==> src/rtl/ppa_pkg.sv <==
// Package: shared codes, constants and types for the proximal pressure alarm.
`timescale 1ns / 1ps
package ppa_pkg;

    localparam int unsigned STATE_W = 3;
    localparam int unsigned COUNT_W = 16;
    localparam int unsigned OP_W    = 2;
    localparam int unsigned EVENT_W = 2;
    localparam int unsigned PRESS_W = 12;
    localparam int unsigned PEEP_W  = 10;
    // Compare width: holds pressure, peep + window and peep - window.
    localparam int unsigned CMP_W   = 13;

    localparam logic signed [CMP_W-1:0] WINDOW = 13'sd15;

    // Alarm state codes
    localparam logic [STATE_W-1:0] ST_FALSE     = 3'd0;
    localparam logic [STATE_W-1:0] ST_DETECTED  = 3'd1;
    localparam logic [STATE_W-1:0] ST_TRUE      = 3'd2;
    localparam logic [STATE_W-1:0] ST_DISPLAYED = 3'd3;
    localparam logic [STATE_W-1:0] ST_CANCELED  = 3'd4;

    // Operation codes
    localparam logic [OP_W-1:0] OP_EVAL = 2'd0;
    localparam logic [OP_W-1:0] OP_TICK = 2'd1;
    localparam logic [OP_W-1:0] OP_ACK  = 2'd2;

    // Event codes
    localparam logic [EVENT_W-1:0] EV_NONE   = 2'd0;
    localparam logic [EVENT_W-1:0] EV_RAISED = 2'd1;
    localparam logic [EVENT_W-1:0] EV_END    = 2'd2;

    // Register byte addresses
    localparam int unsigned         ADDR_W         = 3;
    localparam logic [ADDR_W-1:0]   ADDR_ALARM_DLY = 3'd0;

    // One input transaction as held in the input register
    typedef struct packed {
        logic [OP_W-1:0]           op;
        logic signed [PRESS_W-1:0] pressure;
        logic [PEEP_W-1:0]         peep_setting;
        logic                      flat_proxi;
        logic                      inhibit_key;
        logic                      uncancel;
    } t_item;

    // Machine state carried between transactions
    typedef struct packed {
        logic [STATE_W-1:0] alarm_code;
        logic [COUNT_W-1:0] countdown;
        logic               priority_flag;
    } t_fsm_state;

    // Evaluation result: next state plus reported event and error
    typedef struct packed {
        t_fsm_state         next;
        logic [EVENT_W-1:0] event_code;
        logic               state_error;
    } t_eval_res;

endpackage

==> src/rtl/proximal_pressure_alarm_fsm.sv <==
// Top level: proximal pressure alarm machine with input/output registers and APB port.
`timescale 1ns / 1ps
// Path: each transaction passes through the input register, then the result register;
//   the result register holds its result while the output stalls.
// Throughput: one transaction per cycle unless the output stalls; the machine state
//   register is updated once per transaction in evaluation, so back-to-back ones chain.
// Reset: synchronous, active low; clears the alarm state to false, countdown,
//   priority bit, alarm_delay and both stage valid flags.
module proximal_pressure_alarm_fsm (
    input  logic                          i_clk,
    input  logic                          i_rst_n,
    // input channel
    input  logic                          i_in_valid,
    output logic                          o_in_stall,
    input  logic [ppa_pkg::OP_W-1:0]      i_op,
    input  logic signed [ppa_pkg::PRESS_W-1:0] i_pressure,
    input  logic [ppa_pkg::PEEP_W-1:0]    i_peep_setting,
    input  logic                          i_flat_proxi,
    input  logic                          i_inhibit_key,
    input  logic                          i_uncancel,
    // output channel
    output logic                          o_out_valid,
    input  logic                          i_out_stall,
    output logic [ppa_pkg::STATE_W-1:0]   o_alarm_state,
    output logic                          o_medium_priority,
    output logic [ppa_pkg::EVENT_W-1:0]   o_event_code,
    output logic                          o_state_error,
    // configuration port
    input  logic                          psel,
    input  logic                          penable,
    input  logic                          pwrite,
    input  logic [ppa_pkg::ADDR_W-1:0]    paddr,
    input  logic [31:0]                   pwdata,
    output logic [31:0]                   prdata,
    output logic                          pready
);
    import ppa_pkg::*;

    // Configuration register
    logic [15:0] r_alarm_delay;
    logic        s_cfg_wr;

    // Input register stage
    logic  r_s1_valid;
    t_item r_s1_item;
    t_item s_in_item;

    // Machine state
    t_fsm_state r_fsm;
    t_eval_res  s_res;

    // Result register stage
    logic               r_out_valid;
    logic [STATE_W-1:0] r_out_state;
    logic               r_out_prio;
    logic [EVENT_W-1:0] r_out_event;
    logic               r_out_err;

    logic s_adv2;
    logic s_acc_in;

    // ---------------------------------------------------------------------
    // APB: always ready; only the word at address zero holds a register.
    // ---------------------------------------------------------------------
    assign pready   = 1'b1;
    assign s_cfg_wr = psel && penable && pwrite && (paddr[2] == ADDR_ALARM_DLY[2]);
    assign prdata   = (paddr[2] == ADDR_ALARM_DLY[2]) ? {16'd0, r_alarm_delay} : 32'd0;

    always_ff @(posedge i_clk) begin
        if (!i_rst_n) begin
            r_alarm_delay <= '0;
        end else if (s_cfg_wr) begin
            r_alarm_delay <= pwdata[15:0];
        end
    end

    // ---------------------------------------------------------------------
    // Handshake: advance evaluation when the result register is free or
    // being drained; accept a new transaction when stage one is empty or moves on.
    // ---------------------------------------------------------------------
    assign s_adv2     = r_s1_valid && (!r_out_valid || !i_out_stall);
    assign o_in_stall = r_s1_valid && !s_adv2;
    assign s_acc_in   = i_in_valid && !o_in_stall;

    assign s_in_item.op           = i_op;
    assign s_in_item.pressure     = i_pressure;
    assign s_in_item.peep_setting = i_peep_setting;
    assign s_in_item.flat_proxi   = i_flat_proxi;
    assign s_in_item.inhibit_key  = i_inhibit_key;
    assign s_in_item.uncancel     = i_uncancel;

    // Input register: capture payload on accept, drop valid once consumed
    always_ff @(posedge i_clk) begin
        if (!i_rst_n) begin
            r_s1_valid <= 1'b0;
        end else if (s_acc_in) begin
            r_s1_valid <= 1'b1;
        end else if (s_adv2) begin
            r_s1_valid <= 1'b0;
        end
    end

    always_ff @(posedge i_clk) begin
        if (s_acc_in) begin
            r_s1_item <= s_in_item;
        end
    end

    // Evaluation: compares against the PEEP window and the state transition
    ppa_eval u_eval (
        .i_item        (r_s1_item),
        .i_cur         (r_fsm),
        .i_alarm_delay (r_alarm_delay),
        .o_res         (s_res)
    );

    // Machine state advances once per evaluated transaction
    always_ff @(posedge i_clk) begin
        if (!i_rst_n) begin
            r_fsm <= '{alarm_code: ST_FALSE, countdown: '0, priority_flag: 1'b0};
        end else if (s_adv2) begin
            r_fsm <= s_res.next;
        end
    end

    // Result register: hold while stalled, load on every evaluation
    always_ff @(posedge i_clk) begin
        if (!i_rst_n) begin
            r_out_valid <= 1'b0;
        end else if (s_adv2) begin
            r_out_valid <= 1'b1;
        end else if (!i_out_stall) begin
            r_out_valid <= 1'b0;
        end
    end

    always_ff @(posedge i_clk) begin
        if (s_adv2) begin
            r_out_state <= s_res.next.alarm_code;
            r_out_prio  <= s_res.next.priority_flag;
            r_out_event <= s_res.event_code;
            r_out_err   <= s_res.state_error;
        end
    end

    assign o_out_valid       = r_out_valid;
    assign o_alarm_state     = r_out_state;
    assign o_medium_priority = r_out_prio;
    assign o_event_code      = r_out_event;
    assign o_state_error     = r_out_err;

    // ---------------------------------------------------------------------
    // Assertions
    // ---------------------------------------------------------------------
    // A raised event always lands in the true state with the priority bit set
    a_raise_sets_prio : assert property (@(posedge i_clk) disable iff (!i_rst_n)
        (o_out_valid && (o_event_code == EV_RAISED)) |->
            (o_alarm_state == ST_TRUE) && o_medium_priority)
        else $error("raised event without true state and priority");

    // An end-of-alarm event always returns the machine to false
    a_end_to_false : assert property (@(posedge i_clk) disable iff (!i_rst_n)
        (o_out_valid && (o_event_code == EV_END)) |-> (o_alarm_state == ST_FALSE))
        else $error("end event without false state");

    // Priority bit is set exactly in the true and displayed states
    a_prio_tracks_state : assert property (@(posedge i_clk) disable iff (!i_rst_n)
        r_fsm.priority_flag ==
            ((r_fsm.alarm_code == ST_TRUE) || (r_fsm.alarm_code == ST_DISPLAYED)))
        else $error("priority bit out of step with alarm state");

    // A timer tick never raises the countdown
    a_tick_no_rise : assert property (@(posedge i_clk) disable iff (!i_rst_n)
        (s_adv2 && (r_s1_item.op == OP_TICK)) |=>
            (r_fsm.countdown <= $past(r_fsm.countdown)))
        else $error("countdown rose on a timer tick");

endmodule

==> src/rtl/ppa_eval.sv <==
// Next-state and event logic of the proximal pressure alarm machine.
`timescale 1ns / 1ps
module ppa_eval (
    input  ppa_pkg::t_item      i_item,
    input  ppa_pkg::t_fsm_state i_cur,
    input  logic [15:0]         i_alarm_delay,
    output ppa_pkg::t_eval_res  o_res
);
    import ppa_pkg::*;

    logic signed [CMP_W-1:0] s_press;
    logic signed [CMP_W-1:0] s_peep;
    logic signed [CMP_W-1:0] s_hi;
    logic signed [CMP_W-1:0] s_lo;
    logic                    s_err;
    logic                    s_detect;
    logic                    s_clear;

    assign s_press = CMP_W'(i_item.pressure);
    assign s_peep  = signed'({{(CMP_W-PEEP_W){1'b0}}, i_item.peep_setting});
    assign s_hi    = s_peep + WINDOW;
    assign s_lo    = s_peep - WINDOW;
    assign s_err   = !(i_cur.alarm_code inside {ST_FALSE, ST_DETECTED, ST_TRUE,
                                                 ST_DISPLAYED, ST_CANCELED});

    // Window edges and pressure equal to the window neither detect nor clear
    assign s_detect = i_item.flat_proxi && ((s_press > s_hi) || (s_press < s_lo))
                      && (s_press > WINDOW);
    assign s_clear  = !i_item.flat_proxi || ((s_press < s_hi) && (s_press > s_lo))
                      || (s_press < WINDOW);

    always_comb begin
        o_res.next        = i_cur;
        o_res.event_code  = EV_NONE;
        o_res.state_error = s_err;
        case (i_item.op)
            OP_EVAL: begin
                if (!s_err) begin
                    case (i_cur.alarm_code)
                        ST_FALSE: begin
                            if (s_detect) begin
                                o_res.next.alarm_code = ST_DETECTED;
                                o_res.next.countdown  = i_alarm_delay;
                            end
                        end
                        ST_DETECTED: begin
                            if (s_clear) begin
                                o_res.next.alarm_code = ST_FALSE;
                            end else if (i_cur.countdown == '0) begin
                                o_res.next.alarm_code    = ST_TRUE;
                                o_res.next.priority_flag = 1'b1;
                                o_res.event_code         = EV_RAISED;
                            end
                        end
                        ST_DISPLAYED: begin
                            if (s_clear) begin
                                o_res.next.alarm_code    = ST_FALSE;
                                o_res.next.priority_flag = 1'b0;
                                o_res.event_code         = EV_END;
                            end else if (i_item.inhibit_key) begin
                                o_res.next.alarm_code    = ST_CANCELED;
                                o_res.next.priority_flag = 1'b0;
                            end
                        end
                        ST_CANCELED: begin
                            if (s_clear) begin
                                o_res.next.alarm_code = ST_FALSE;
                                o_res.event_code      = EV_END;
                            end else if (i_item.uncancel) begin
                                o_res.next.alarm_code    = ST_TRUE;
                                o_res.next.priority_flag = 1'b1;
                            end
                        end
                        default: begin
                        end
                    endcase
                end
            end
            OP_TICK: begin
                // Count down and hold at zero
                if (i_cur.countdown != '0) begin
                    o_res.next.countdown = i_cur.countdown - COUNT_W'(1);
                end
            end
            OP_ACK: begin
                if (i_cur.alarm_code == ST_TRUE) begin
                    o_res.next.alarm_code = ST_DISPLAYED;
                end
            end
            default: begin
            end
        endcase
    end

endmodule

==> config.mk <==
export PLATFORM = sky130hd
export DESIGN_NAME = proximal_pressure_alarm_fsm
export DESIGN_NICKNAME = d
export VERILOG_FILES = /design/src/rtl/ppa_pkg.sv /design/src/rtl/proximal_pressure_alarm_fsm.sv /design/src/rtl/ppa_eval.sv
export SDC_FILE = /design/constraint.sdc
export NUM_CORES = 1
export LEC_CHECK = 0
export BUFFER_PORTS_ARGS = -buffer_cell sky130_fd_sc_hd__buf_2
export CORE_MARGIN = 1.5
export CORE_UTILIZATION = 44
export DETAILED_ROUTE_END_ITERATION = 8
export PLACE_DENSITY = 0.68
export SLEW_MARGIN = 20
export SYNTH_ARGS = -nofsm -noshare
export SYNTH_HDL_FRONTEND = slang
export SYNTH_SLANG_ARGS = --single-unit
==> constraint.sdc <==
create_clock -name i_clk -period 7.07 [get_ports i_clk]
set_input_delay 1.7675 -clock i_clk [delete_from_list [all_inputs] [get_ports i_clk]]
set_output_delay 1.7675 -clock i_clk [all_outputs]
set_load 0.02 [all_outputs]
==> results.cfg, run 1 <==
[status]
outcome = finished, final reports clean

[clock_network]
post_cts_buffers = 0
htree_levels = 3
postCtsResizedCells = 0
ctsHoldBuffers = 0
root_buffer = clkbuf_8
cts_max_path_buffers = 2
worstSkewPairLatency_ps = 360
cts.clk_slew.worst_paths_ps = 80
clock-sinks = 72
cts_tree = yes
numCtsBuffers = 9

[layout]
regArea_mm2 = 0.00178
final_nets = 637
post-route-cell-area_mm2 = 0.00500
multi_input_area_mm2 = 0.00240
fin_cells = 681
num_antenna_cells = 0
area_growth_pct = 14.1
layout-drive-gt1-share = 0.197
fillers = 922

[place]
post-place-cells = 665
io_buffers = 75
placed_area_mm2 = 0.00478
hpwl_mm = 7.49
place_congestion = 0.931
dp_slack_ps = 2590

[synthesis]
async_flop_share = 0
seq_area_frac_synth = 0.407
synth_xor_area_frac = 0.0460
muxShareOfSynthArea = 0
synth_edf_count = 34
synth_area_leaders = edfxtp_1 (23%), dfxtp_1 (17%), ha_1 (7.1%), nand2_1 (4.9%), a21oi_1 (4.5%)
synthFlopType = dfxtp_1
synth_top_cells_by_count = nand2_1 (57), a21oi_1 (39), dfxtp_1 (38)
yosysUniqueCellTypes = 59
synth_simple_gate_area_share = 0.208
synth_top_family_by_area = simple AND/OR/NAND/NOR gates
synth.most_common_cell = nand2_1
yosysWarningCount = 0
synth_adder_area_share = 0.0714
synth_top_cell_by_area = edfxtp_1
synth_top_area_frac = 0.233
avgSynthCellArea_um2 = 9.13
syn-instance-count = 480
ys_ff_latch = 72
synth.cell_area_mm2 = 0.00438
synth_compound_area_frac = 0.204

[timing]
fmax_mhz = 235
finalSetupTns_ps = 0
period_share = 0.602
fin_hold_ws_ps = 486
hold_viol = 0
fin_crit_ps = 4250
rsz0062_at_grt = no
drv_slew = 0
clock_skew_ps = 17.2
tightest_slew_ps = 1030
worst_slack_ps = 2820
relSlewSlack = 0.313
setup_viol = 0

[setup_path]
setup.worst_path.start_class = flop
path_max_fanout = 16
crit_arrival_ps = 4500
reg2reg_slack_ps = 2820
reg2reg_to = r_fsm[12]
cp-end-kind = flop
r2r_start = r_s1_item[8]
cp.required_ps = 7310
critical_path_class = reg -> reg
rr_worst_depth = 10

[job]
drv_cap = 0

[floorplan]
start_util = 0.450
die_area_mm2 = 0.0106
io_pins = 111
dieHeight_um = 103
core_mm2 = 0.00973
die_w_um = 103
row_count = 36

[grt]
grt_pass1_vias = 3545
grtUsageTotal = 0.205
grt_overflow = 0
grt_pass1_wl_mm = 16.8
antenna_found_initial = 0
grt_max_degree = 31

[min_path]
holdPathStages = 2
min_to = r_alarm_delay[14]
hold_class = reg -> reg
hp-start = r_alarm_delay[14]

[routing]
ant_nets = 0
routed_via_density = 5.48
drc = 0
firstDrtPassIters = 5
wl_per_cell_um = 15.2
drt_iter0_drc = 249
via_count = 3733
drt_wl_total_mm = 10.3

[power]
cellLeakagePower_nw = 1.95
power.density_mw_per_mm2 = 198
peakVddDrop_uv = 80.6
==> metal layers <==
metal  track usage  part of all wire
met5             0                 0
met4        0.0852             0.019
met3        0.0481             0.067
met2         0.322              0.44
met1         0.272              0.47
==> registers in the layout (all words and copies together) (netlist names) <==
name	flops
r_s1_item	27
r_fsm	20
r_alarm_delay	16
o_alarm_state	3
o_event_code	2
o_medium_priority	1
o_out_valid	1
o_state_error	1
r_s1_valid	1
==> stage by stage <==
stage	power, mW	util
floorplan	0.609	-
global placement	0.644	0.491
detailed placement	0.649	0.491
CTS	0.996	0.513
global route	1.04	0.514
finish	0.991	0.514
==> how the worst max path moves through the flow <==
stage                       from          to
floorplan               paddr[2]  prdata[10]
global placement    r_s1_item[8]    r_fsm[7]
detailed placement  r_s1_item[8]    r_fsm[3]
CTS                 r_s1_item[8]   r_fsm[12]
global route        r_s1_item[8]   r_fsm[12]
finish              r_s1_item[8]   r_fsm[12]
==> critical path: stages, from the launching register on <==
cell      delay [ps]
edfxtp_1         510
or4_1            570
or4_1            540
ha_1             330
nor3b_1          170
o21ai_1          130
a311oi_1         420
nor3_1           230
a211oi_4         750
a211oi_1         190
a211oi_1         280
==> cells in the final DEF, fill, tap and decap left out, types with 2 or more instances in the layout <==
master	n
buf_2	75
nand2_1	57
a21oi_1	39
dfxtp_1	38
edfxtp_1	34
ha_1	25
a211oi_1	24
nor2b_1	24
nor2_1	22
conb_1	17
inv_1	14
nand3_1	14
xnor2_1	13
nor3_1	12
xor2_1	10
a221oi_1	9
clkbuf_8	9
o21ai_0	8
o21a_1	8
a22oi_1	8
nand2b_1	7
or3_1	7
nor4_1	6
o2111ai_1	6
and3_1	5
nand4_1	4
or2_2	4
or4_1	3
o21ai_2	3
o21ai_1	2
o211ai_1	2
and4b_1	2
o31ai_1	2
clkinv_4	2
buf_4	2
==> power breakdown <==
part / internal (mW) / total (mW) / leakage [nW] / switching (mW)
clock network: 0.187 / 0.347 / 0.110 / 0.160
logic: 0.0672 / 0.172 / 1.20 / 0.105
registers: 0.454 / 0.472 / 0.640 / 0.0176
==> final cells by class <==
class	count	share of cell area
clock buffer	11	0.0305
clock inverter	5	0.0125
inverter	14	0.0105
multi-input combinational	369	0.479
sequential	72	0.356
tap	133	0.0333
timing repair buffer	77	0.0780
==> cells by family after synthesis <==
family / Yosys count
and+or+nand+nor: 177
adders and majority gates: 25
AOI/OAI and AO/OA: 127
xor gates and xnor gates: 23
other: 2
buffers and inverters: 54
DFF: 72
(Power assumes the default switching activity.)
==> run 2, diff against run 1 <==
clock period = 4.4 ns   (was 7.07 ns; I/O delays follow)
==> results.cfg, run 2 (synthesized netlist as in run 1, its figures left out) <==
[power]
seqPwrFrac = 0.503
combPwrFrac = 0.185
clock_power_share = 0.313
cellLeakagePower_nw = 1.95
p_sw_frac = 0.304
power.density_mw_per_mm2 = 302
internal_power_mw = 1.05
p_switching_mw = 0.457
p_total_mw = 1.50
peakVddDrop_uv = 129

[floorplan]
die_w_um = 103
die_area_mm2 = 0.0106
io_pins = 111
start_util = 0.450
dieHeight_um = 103
core_mm2 = 0.00973
row_count = 36

[clock_network]
htree_levels = 3
root_buffer = clkbuf_8
clock-sinks = 72
ctsHoldBuffers = 0
numCtsBuffers = 9
cts_max_path_buffers = 2
postCtsResizedCells = 0
cts.clk_slew.worst_paths_ps = 80
post_cts_buffers = 0
worstSkewPairLatency_ps = 350
cts_tree = yes

[timing]
drv_slew = 0
setup_viol = 0
hold_viol = 0
fin_crit_ps = 4100
rsz0062_at_grt = no
worst_slack_ps = 297
relSlewSlack = 0.321
clock_skew_ps = 12.0
tightest_slew_ps = 1020
fin_hold_ws_ps = 486
period_share = 0.932
finalSetupTns_ps = 0
fmax_mhz = 244

[setup_path]
path_delay_family = simple AND/OR/NAND/NOR gates
critical_path_buf_inv_count = 0
critical_path_class = reg -> reg
crit_arrival_ps = 4360
cp.required_ps = 4660
setup.worst_path.start_class = flop
max_stage_delay_ps = 570
worstPathCellList = or4_1 -> or4_1 -> ha_1 -> o21ai_0 -> o21ai_1 -> a311oi_1 -> or3_1 -> o21ai_1 -> o21ai_2 -> a211oi_1
cp.depth = 10
path_max_fanout = 9
rr_worst_depth = 10
cp-end-kind = flop
critPathSlowestCell = o21ai_1

[layout]
final_nets = 642
area_growth_pct = 13.8
largest_register = r_s1_item
layout-drive-gt1-share = 0.204
largest_reg_flops = 27
fin_cells = 686
fin_util = 0.512
post-route-cell-area_mm2 = 0.00499
final_common_cell = buf_2
num_antenna_cells = 0
largestRegisters = r_s1_item: 27 flops, r_fsm: 20 flops, r_alarm_delay: 16 flops
layout_common_cells = buf_2 (75), nand2_1 (57), a21oi_1 (39)

[place]
io_buffers = 75
place_congestion = 0.938
placed_area_mm2 = 0.00482
post-place-cells = 670
dp_slack_ps = 373
hpwl_mm = 7.44

[grt]
grt_overflow = 0
grt_max_degree = 31
grt_pass1_vias = 3482
antenna_found_initial = 0
grt_pass1_wl_mm = 16.8
grtUsageTotal = 0.204

[routing]
drc = 0
drt_iter0_drc = 229
ant_nets = 0
firstDrtPassIters = 5
via_count = 3759
wl_per_cell_um = 14.9
drt_wl_total_mm = 10.2
routed_via_density = 5.48

[status]
outcome = finished, final reports clean

[min_path]
holdPathStages = 2
hold_class = reg -> reg

[job]
drv_cap = 0
run 2: final timing paths:
kind	from	endpoint	slack, ps
setup / recovery	r_s1_item[9]	r_fsm[16]	300
hold / removal	r_s1_valid	o_out_valid	490
setup reg to reg	r_s1_item[9]	r_fsm[16]	300
hold reg to reg	r_s1_valid	o_out_valid	490
run 2: worst min-delay path: stages, from the launching register on:
cell     delay (ps)
dfxtp_1         340
a21oi_1          40
nor2_1           70
run 2: layout make-up:
class	count	area, µm²
Fill cell	924	4740
Multi-Input combinational cell	369	2390
Sequential cell	72	1780
Timing Repair Buffer	82	428
Tap cell	133	166
Clock buffer	10	128
Inverter	14	52.6
Clock inverter	6	41.3
run 2: per-layer routing:
layer  GRT usage  vias up  share of wire
met3      0.0502       12          0.068
met1       0.281     1715           0.48
li1            -     1873              -
met5           0        -              0
met2       0.326      159           0.44
met4      0.0520        0          0.014
run 2: power groups by stage:
| stage | Sequential [mW] | Combinational [mW] | Clock [mW] |
|---|---|---|---|
| final | 0.756 | 0.278 | 0.470 |
| after detailed placement | 0.771 | 0.275 | 0 |
| after global placement | 0.770 | 0.268 | 0 |
| after CTS | 0.756 | 0.277 | 0.484 |
| after floorplan | 0.764 | 0.214 | 0 |
| after global routing | 0.760 | 0.312 | 0.514 |
